## src/rtl/core/trle_pkg.sv

```systemverilog
package trle_pkg;

    // Field widths fixed by the stream format
    localparam int FIELD_BITS   = 16;
    localparam int TDATA_BITS   = 3 * FIELD_BITS;

    // Threshold registers
    localparam int THRESH_BITS  = 16;
    localparam logic [THRESH_BITS-1:0] LOW_THRESH_RESET  = 16'd1;
    localparam logic [THRESH_BITS-1:0] HIGH_THRESH_RESET = 16'hFFFF;

    // Run length counter, saturating
    localparam int LEN_BITS     = 16;
    localparam logic [LEN_BITS-1:0] LEN_MAX = 16'hFFFF;

    // Parameter defaults
    localparam int COORD_BITS_DEFAULT = 16;
    localparam int PIXEL_BITS_DEFAULT = 16;

    // Configuration register indexes
    localparam int CFG_IDX_BITS = 1;
    typedef enum logic [CFG_IDX_BITS-1:0] {
        CFG_LOW_THRESH  = 1'b0,
        CFG_HIGH_THRESH = 1'b1
    } cfg_reg_t;

    // Handshake between the input register and the run core
    typedef struct packed {
        logic valid;
        logic last;
    } pix_ctrl_t;

endpackage

```

## src/rtl/core/trle_in_reg.sv

```systemverilog
module trle_in_reg
    import trle_pkg::*;
#(
    parameter int COORD_BITS = COORD_BITS_DEFAULT,
    parameter int PIXEL_BITS = PIXEL_BITS_DEFAULT
) (
    input  logic                  aclk,
    input  logic                  aresetn,
    // upstream side
    input  logic                  in_valid,
    output logic                  in_ready,
    input  logic [PIXEL_BITS-1:0] in_value,
    input  logic [COORD_BITS-1:0] in_x,
    input  logic [COORD_BITS-1:0] in_y,
    input  logic                  in_last,
    // toward the run core
    output pix_ctrl_t             pix_ctrl,
    input  logic                  pix_ready,
    output logic [PIXEL_BITS-1:0] pix_value,
    output logic [COORD_BITS-1:0] pix_x,
    output logic [COORD_BITS-1:0] pix_y
);

    logic                  valid_reg;
    logic                  last_reg;
    logic [PIXEL_BITS-1:0] value_reg;
    logic [COORD_BITS-1:0] x_reg;
    logic [COORD_BITS-1:0] y_reg;

    // slot is free when empty or drained this cycle
    assign in_ready = !valid_reg || pix_ready;

    // control state
    always_ff @(posedge aclk) begin
        if (!aresetn) begin
            valid_reg <= 1'b0;
        end else if (in_ready) begin
            valid_reg <= in_valid;
        end
    end

    // payload, no reset needed
    always_ff @(posedge aclk) begin
        if (in_ready && in_valid) begin
            last_reg  <= in_last;
            value_reg <= in_value;
            x_reg     <= in_x;
            y_reg     <= in_y;
        end
    end

    assign pix_ctrl.valid = valid_reg;
    assign pix_ctrl.last  = last_reg;
    assign pix_value      = value_reg;
    assign pix_x          = x_reg;
    assign pix_y          = y_reg;

endmodule

```

## src/rtl/core/trle_run_core.sv

```systemverilog
module trle_run_core
    import trle_pkg::*;
#(
    parameter int COORD_BITS = COORD_BITS_DEFAULT,
    parameter int PIXEL_BITS = PIXEL_BITS_DEFAULT
) (
    input  logic                    aclk,
    input  logic                    aresetn,
    // threshold writes
    input  logic                    cfg_wen,
    input  cfg_reg_t                cfg_index,
    input  logic [THRESH_BITS-1:0]  cfg_wdata,
    // registered pixel
    input  pix_ctrl_t               pix_ctrl,
    output logic                    pix_ready,
    input  logic [PIXEL_BITS-1:0]   pix_value,
    input  logic [COORD_BITS-1:0]   pix_x,
    input  logic [COORD_BITS-1:0]   pix_y,
    // finished runs
    output logic                    out_valid,
    input  logic                    out_ready,
    output logic [COORD_BITS-1:0]   out_x,
    output logic [COORD_BITS-1:0]   out_y,
    output logic [LEN_BITS-1:0]     out_length
);

    logic [THRESH_BITS-1:0] low_thresh_reg;
    logic [THRESH_BITS-1:0] high_thresh_reg;

    logic                   run_open_reg, run_open_next;
    logic [COORD_BITS-1:0]  start_x_reg, start_x_next;
    logic [COORD_BITS-1:0]  row_reg, row_next;
    logic [LEN_BITS-1:0]    length_reg, length_next;

    logic                   out_valid_reg;
    logic [COORD_BITS-1:0]  out_x_reg, out_x_next;
    logic [COORD_BITS-1:0]  out_y_reg, out_y_next;
    logic [LEN_BITS-1:0]    out_length_reg, out_length_next;

    logic                   accept;
    logic                   fg;
    logic                   emit;
    logic [THRESH_BITS-1:0] value_ext;
    logic [LEN_BITS-1:0]    length_inc;

    // threshold registers
    always_ff @(posedge aclk) begin
        if (!aresetn) begin
            low_thresh_reg  <= LOW_THRESH_RESET;
            high_thresh_reg <= HIGH_THRESH_RESET;
        end else if (cfg_wen) begin
            unique case (cfg_index)
                CFG_LOW_THRESH:  low_thresh_reg  <= cfg_wdata;
                CFG_HIGH_THRESH: high_thresh_reg <= cfg_wdata;
                default: ;
            endcase
        end
    end

    // take a pixel whenever the result slot is free or draining
    assign pix_ready = !out_valid_reg || out_ready;
    assign accept    = pix_ctrl.valid && pix_ready;

    // classification; an empty range falls out of the two compares
    assign value_ext = THRESH_BITS'(pix_value);
    assign fg        = (value_ext >= low_thresh_reg) && (value_ext <= high_thresh_reg);

    assign length_inc = (length_reg == LEN_MAX) ? length_reg : length_reg + 1'b1;

    // run tracking
    always_comb begin
        run_open_next   = run_open_reg;
        start_x_next    = start_x_reg;
        row_next        = row_reg;
        length_next     = length_reg;
        emit            = 1'b0;
        out_x_next      = start_x_reg;
        out_y_next      = row_reg;
        out_length_next = length_reg;

        if (accept) begin
            if (fg) begin
                if (run_open_reg) begin
                    length_next = length_inc;
                end else begin
                    start_x_next = pix_x;
                    row_next     = pix_y;
                    length_next  = LEN_BITS'(1);
                end
                run_open_next   = 1'b1;
                out_x_next      = start_x_next;
                out_y_next      = row_next;
                out_length_next = length_next;
                emit            = pix_ctrl.last;
            end else begin
                emit = run_open_reg;
            end

            // a closed run leaves the state cleared
            if (emit) begin
                run_open_next = 1'b0;
                start_x_next  = '0;
                row_next      = '0;
                length_next   = '0;
            end
        end
    end

    // run state
    always_ff @(posedge aclk) begin
        if (!aresetn) begin
            run_open_reg <= 1'b0;
            start_x_reg  <= '0;
            row_reg      <= '0;
            length_reg   <= '0;
        end else begin
            run_open_reg <= run_open_next;
            start_x_reg  <= start_x_next;
            row_reg      <= row_next;
            length_reg   <= length_next;
        end
    end

    // result register
    always_ff @(posedge aclk) begin
        if (!aresetn) begin
            out_valid_reg <= 1'b0;
        end else if (emit) begin
            out_valid_reg <= 1'b1;
        end else if (out_ready) begin
            out_valid_reg <= 1'b0;
        end
    end

    always_ff @(posedge aclk) begin
        if (emit) begin
            out_x_reg      <= out_x_next;
            out_y_reg      <= out_y_next;
            out_length_reg <= out_length_next;
        end
    end

    assign out_valid  = out_valid_reg;
    assign out_x      = out_x_reg;
    assign out_y      = out_y_reg;
    assign out_length = out_length_reg;

endmodule

```

## src/rtl/core/threshold_run_length_encoder.sv

```systemverilog
// Channel   Dir  Ports                        Contents
// s_axis    in   s_tvalid/s_tready/s_tdata    pixel value, x, y; s_tlast = segment end
// m_axis    out  m_tvalid/m_tready/m_tdata    run x, run y, run length
// config    in   cfg_wen/cfg_index/cfg_wdata  0: low threshold, 1: high threshold
//
// One pixel per clock sustained while m_tready stays high. A run appears on
// m_tdata once the pixel that closes it has passed the input register and the
// compare and run update have loaded the result register.
// Reset is synchronous, active low; thresholds return to 1 and 65535.
// A stall on m_tready holds the result register and, through ready, the input
// register; while a result waits no pixel moves on, and s_tready drops once the
// input register is also full.
module threshold_run_length_encoder
    import trle_pkg::*;
#(
    parameter int COORD_BITS = COORD_BITS_DEFAULT,
    parameter int PIXEL_BITS = PIXEL_BITS_DEFAULT
) (
    input  logic                    aclk,
    input  logic                    aresetn,
    // pixel stream
    input  logic                    s_tvalid,
    output logic                    s_tready,
    input  logic [TDATA_BITS-1:0]   s_tdata,   // [15:0] pixel_value, [31:16] pixel_x,
                                               // [47:32] pixel_y
    input  logic                    s_tlast,   // segment_end
    // run stream
    output logic                    m_tvalid,
    input  logic                    m_tready,
    output logic [TDATA_BITS-1:0]   m_tdata,   // [15:0] run_x, [31:16] run_y,
                                               // [47:32] run_length
    // threshold writes
    input  logic                    cfg_wen,
    input  cfg_reg_t                cfg_index,
    input  logic [THRESH_BITS-1:0]  cfg_wdata
);

    pix_ctrl_t              pix_ctrl;
    logic                   pix_ready;
    logic [PIXEL_BITS-1:0]  pix_value;
    logic [COORD_BITS-1:0]  pix_x;
    logic [COORD_BITS-1:0]  pix_y;

    logic [COORD_BITS-1:0]  run_x;
    logic [COORD_BITS-1:0]  run_y;
    logic [LEN_BITS-1:0]    run_length;

    // input register; only the used low bits of each field are kept
    trle_in_reg #(
        .COORD_BITS (COORD_BITS),
        .PIXEL_BITS (PIXEL_BITS)
    ) u_in_reg (
        .aclk      (aclk),
        .aresetn   (aresetn),
        .in_valid  (s_tvalid),
        .in_ready  (s_tready),
        .in_value  (s_tdata[PIXEL_BITS-1:0]),
        .in_x      (s_tdata[FIELD_BITS +: COORD_BITS]),
        .in_y      (s_tdata[2*FIELD_BITS +: COORD_BITS]),
        .in_last   (s_tlast),
        .pix_ctrl  (pix_ctrl),
        .pix_ready (pix_ready),
        .pix_value (pix_value),
        .pix_x     (pix_x),
        .pix_y     (pix_y)
    );

    // thresholds, run state and result register
    trle_run_core #(
        .COORD_BITS (COORD_BITS),
        .PIXEL_BITS (PIXEL_BITS)
    ) u_run_core (
        .aclk       (aclk),
        .aresetn    (aresetn),
        .cfg_wen    (cfg_wen),
        .cfg_index  (cfg_index),
        .cfg_wdata  (cfg_wdata),
        .pix_ctrl   (pix_ctrl),
        .pix_ready  (pix_ready),
        .pix_value  (pix_value),
        .pix_x      (pix_x),
        .pix_y      (pix_y),
        .out_valid  (m_tvalid),
        .out_ready  (m_tready),
        .out_x      (run_x),
        .out_y      (run_y),
        .out_length (run_length)
    );

    // pack the result fields, zero-extended
    assign m_tdata = {FIELD_BITS'(run_length), FIELD_BITS'(run_y), FIELD_BITS'(run_x)};

endmodule
```

## config.mk

```make
export PLATFORM = sky130hd
export DESIGN_NAME = threshold_run_length_encoder
export DESIGN_NICKNAME = d
export VERILOG_FILES = /design/src/rtl/core/trle_pkg.sv /design/src/rtl/core/trle_in_reg.sv /design/src/rtl/core/trle_run_core.sv /design/src/rtl/core/threshold_run_length_encoder.sv
export SDC_FILE = /design/constraint.sdc
export NUM_CORES = 1
export LEC_CHECK = 0
export BUFFER_PORTS_ARGS = -buffer_cell sky130_fd_sc_hd__buf_2
export CAP_MARGIN = 20
export CELL_PAD_IN_SITES_DETAIL_PLACEMENT = 1
export CELL_PAD_IN_SITES_GLOBAL_PLACEMENT = 2
export CORE_AREA = 2 2 151 153
export DETAILED_ROUTE_END_ITERATION = 12
export DIE_AREA = 0 0 153 155
export GPL_ROUTABILITY_DRIVEN = 1
export PLACE_DENSITY_LB_ADDON = 0.1
export SLEW_MARGIN = 30
export SYNTH_ARGS = -nofsm -noshare
export SYNTH_HDL_FRONTEND = slang
export SYNTH_SLANG_ARGS = --single-unit
```

## constraint.sdc

```tcl
create_clock -name aclk -period 4.6 [get_ports aclk]
set_input_delay 0.46 -clock aclk [delete_from_list [all_inputs] [get_ports aclk]]
set_output_delay 0.46 -clock aclk [all_outputs]
set_load 0.02 [all_outputs]
```

==> metrics.txt <==
status completed; Pins Over Slew Limit 0; Slew @ Worst Pin just under 0.9 ns; CP arrival roughly 3.5 ns; largest net degree at the start of global routing 50; post_cts resized 0; initial DRC count around 210; P&R area growth vs syn 19.8%; mean post-synth cell area 12.5 sq um; worst hold path type input pin to register; WHS roughly 0.19 ns; met3 wire length between 600 and 700 microns; Hold Fails Final Rpt 0; vias in the first global route roughly 5,200; metal2 WL between 8000 and 9000 microns; VDD IR-drop max roughly 0.00019 V; DR WL/cell 16.8 microns; First-pass DRT Iterations 4; core area roughly 22,000 sq um; Cell Area, Synth between 7000 and 8000 sq um; antenna violations before repair 1; Syn Nets 698; Fin Setup TNS 0 ns; Worst Path Max Fanout 34; CTS Hold Bufs 0; gate count of the mapped netlist 594; Seq cells post-synth 180; Final Non-Filler Cells a little over 1,000; WS Path Type register to register; RSZ-0062 raised after global routing false; Synthesis Warnings 0; Leak about 0.0036 uW; Final ANT Viol Nets 0; design area between 8000 and 9000 sq um; CP required a little under 5 ns; Clock Path Buffers 2; via count between 4,000 and 5,000; endpoint class of the critical path register; utilization after layout 0.401; headroom to the max-slew limit 0.408; Pwr Density 405 nW/um^2; # IOs 121; TritonCTS Buffers 17; Post-Place Cells 977; startpoint types register; CTS tree yes; Post-synth EDFFs a little under 100; maximum clock rate between 0.3 and 0.4 GHz; layout cells sized above 1 0.272; fin crit period about 3.2 ns; Final GP Congestion slightly below 0.8; Final HPWL DP approximately 11,000 microns; vias per cell roughly 4.8; clock sinks 180; Site Rows 55; all-layer global routing usage 0.148; number of fill cells 2,382; top sig layer met4; full die area roughly 24,000 sq um; Cell Area, Placed approximately 8300 sq um; skew final 0.0128 ns; Total Nets Final between 800 and 900; DIE WIDTH 153 microns; async set or reset register ratio after synthesis 0; sequential fraction of the synthesis area 0.615; total wire length between 15,000 and 20,000 microns; Remaining Overflow, GRT 0; routed metal-1 wirelength roughly 8000 microns; Max H-tree Level 4; Netlist cell types 53; Post-CTS Setup Inserts 0; max cap viols 0; CTS clock-pin slew for the worst setup and hold paths roughly 0.080 ns; clk root buf clkbuf_16; first-pass GRT wire length 27,600 microns; die span in y around 160 microns; # setup viols final 0; Final period util 0.696; PortBufs between 100 and 150; clk_lat worst skew approximately 0.43 ns; ys flop type edfxtp_1; Starting Density 0.334; DRC viols 0
logic make-up after synthesis:
logic type | count (synthesis) | share of synthesized area
AO/OA/AOI/OAI | 90 | 0.0869
multiplexers | 33 | 0.0599
AND/OR/NAND/NOR | 191 | 0.139
XOR/XNOR | 3 | 0.00354
adder cells (fa/ha/maj) | 33 | 0.0555
flip-flops | 180 | 0.615
buffers and inverters | 64 | 0.0397
cell usage in the layout, fill, tap and decap left out, drive strengths merged, types with 17 or more instances in the layout:
cell type / Yosys / layout
buf: 10 / 124
inv: 38 / 46
dfxtp: 83 / 83
ha: 33 / 33
nor2b: 42 / 42
edfxtp: 97 / 97
mux2: 32 / 32
a21boi: 18 / 18
a21oi: 20 / 20
clkbuf: 16 / 17
o211ai: 20 / 20
nand2: 73 / 73
worst max-delay path, cell delays in order, from the launching register on:
cell      delay (ns)
edfxtp_1        0.44
ha_1            0.37
nand4_2         0.17
nor4_2          0.32
a311oi_2        0.11
a21oi_4         0.40
nand3b_4        0.56
mux2_1          0.54
nor2b_1         0.14
per-stage QoR:
stage | total power [uW] | worst slack [ns]
after floorplan | 2030 | 0.286
after global placement | 2120 | 1.44
after detailed placement | 2130 | 1.35
after CTS | 3670 | 1.34
after global routing | 3760 | 1.14
final | 3610 | 1.40
area by class of cell:
cell class	instances	area [sq um]	area share
clock inverter	15	201	0.0226
multi-input combinational	350	2570	0.289
tap	285	357	0.0400
timing repair buffer	124	631	0.0708
antenna	1	2.50	0.000281
sequential	180	4570	0.513
inverter	38	143	0.0160
clock buffer	17	425	0.0478
layer usage:
| layer | GRT usage | up-vias |
|---|---|---|
| li1 | - | 2376 |
| met1 | 0.187 | 2401 |
| met2 | 0.253 | 99 |
| met3 | 0.0365 | 15 |
| met4 | 0.0454 | 0 |
| met5 | 0 | - |
synthesized netlist by cell type (8+ instances only):
library cell	count	area, sq um
o211ai_1	20	150
a21boi_0	18	135
nand2_1	72	270
clkbuf_1	16	60.1
nand3_1	16	80.1
a21oi_1	19	95.1
nor2_1	9	33.8
inv_1	38	143
nand4_1	14	87.6
ha_1	33	413
nor2b_1	42	263
edfxtp_1	97	2910
o21ai_0	8	40.0
dfxtp_1	83	1660
mux2_4	20	300
worst paths after layout:
| kind | startpoint | end | slack, ns | cells after the start |
|---|---|---|---|---|
| worst min register to register | u_run_core.low_thresh_reg[2] | u_run_core.low_thresh_reg[2] | 0.47 | 2 |
| worst min-delay path | s_tdata[26] | u_in_reg.pix_x[10] | 0.19 | 1 |
| worst max register to register | u_in_reg.pix_value[14] | u_run_core.row_reg[11] | 1.40 | 8 |
| worst max-delay path | u_in_reg.pix_value[14] | u_run_core.row_reg[11] | 1.40 | 8 |
report_power, final:
| group | total (uW) | switching [uW] | leakage [uW] | internal (uW) |
|---|---|---|---|---|
| sequential | 1800 | 27.2 | 0.00162 | 1770 |
| clock | 1520 | 722 | 0.000302 | 794 |
| combinational | 294 | 172 | 0.00171 | 122 |
| total | 3610 | 922 | 0.00363 | 2680 |
No activity file was read; power rests on OpenSTA's default activity.
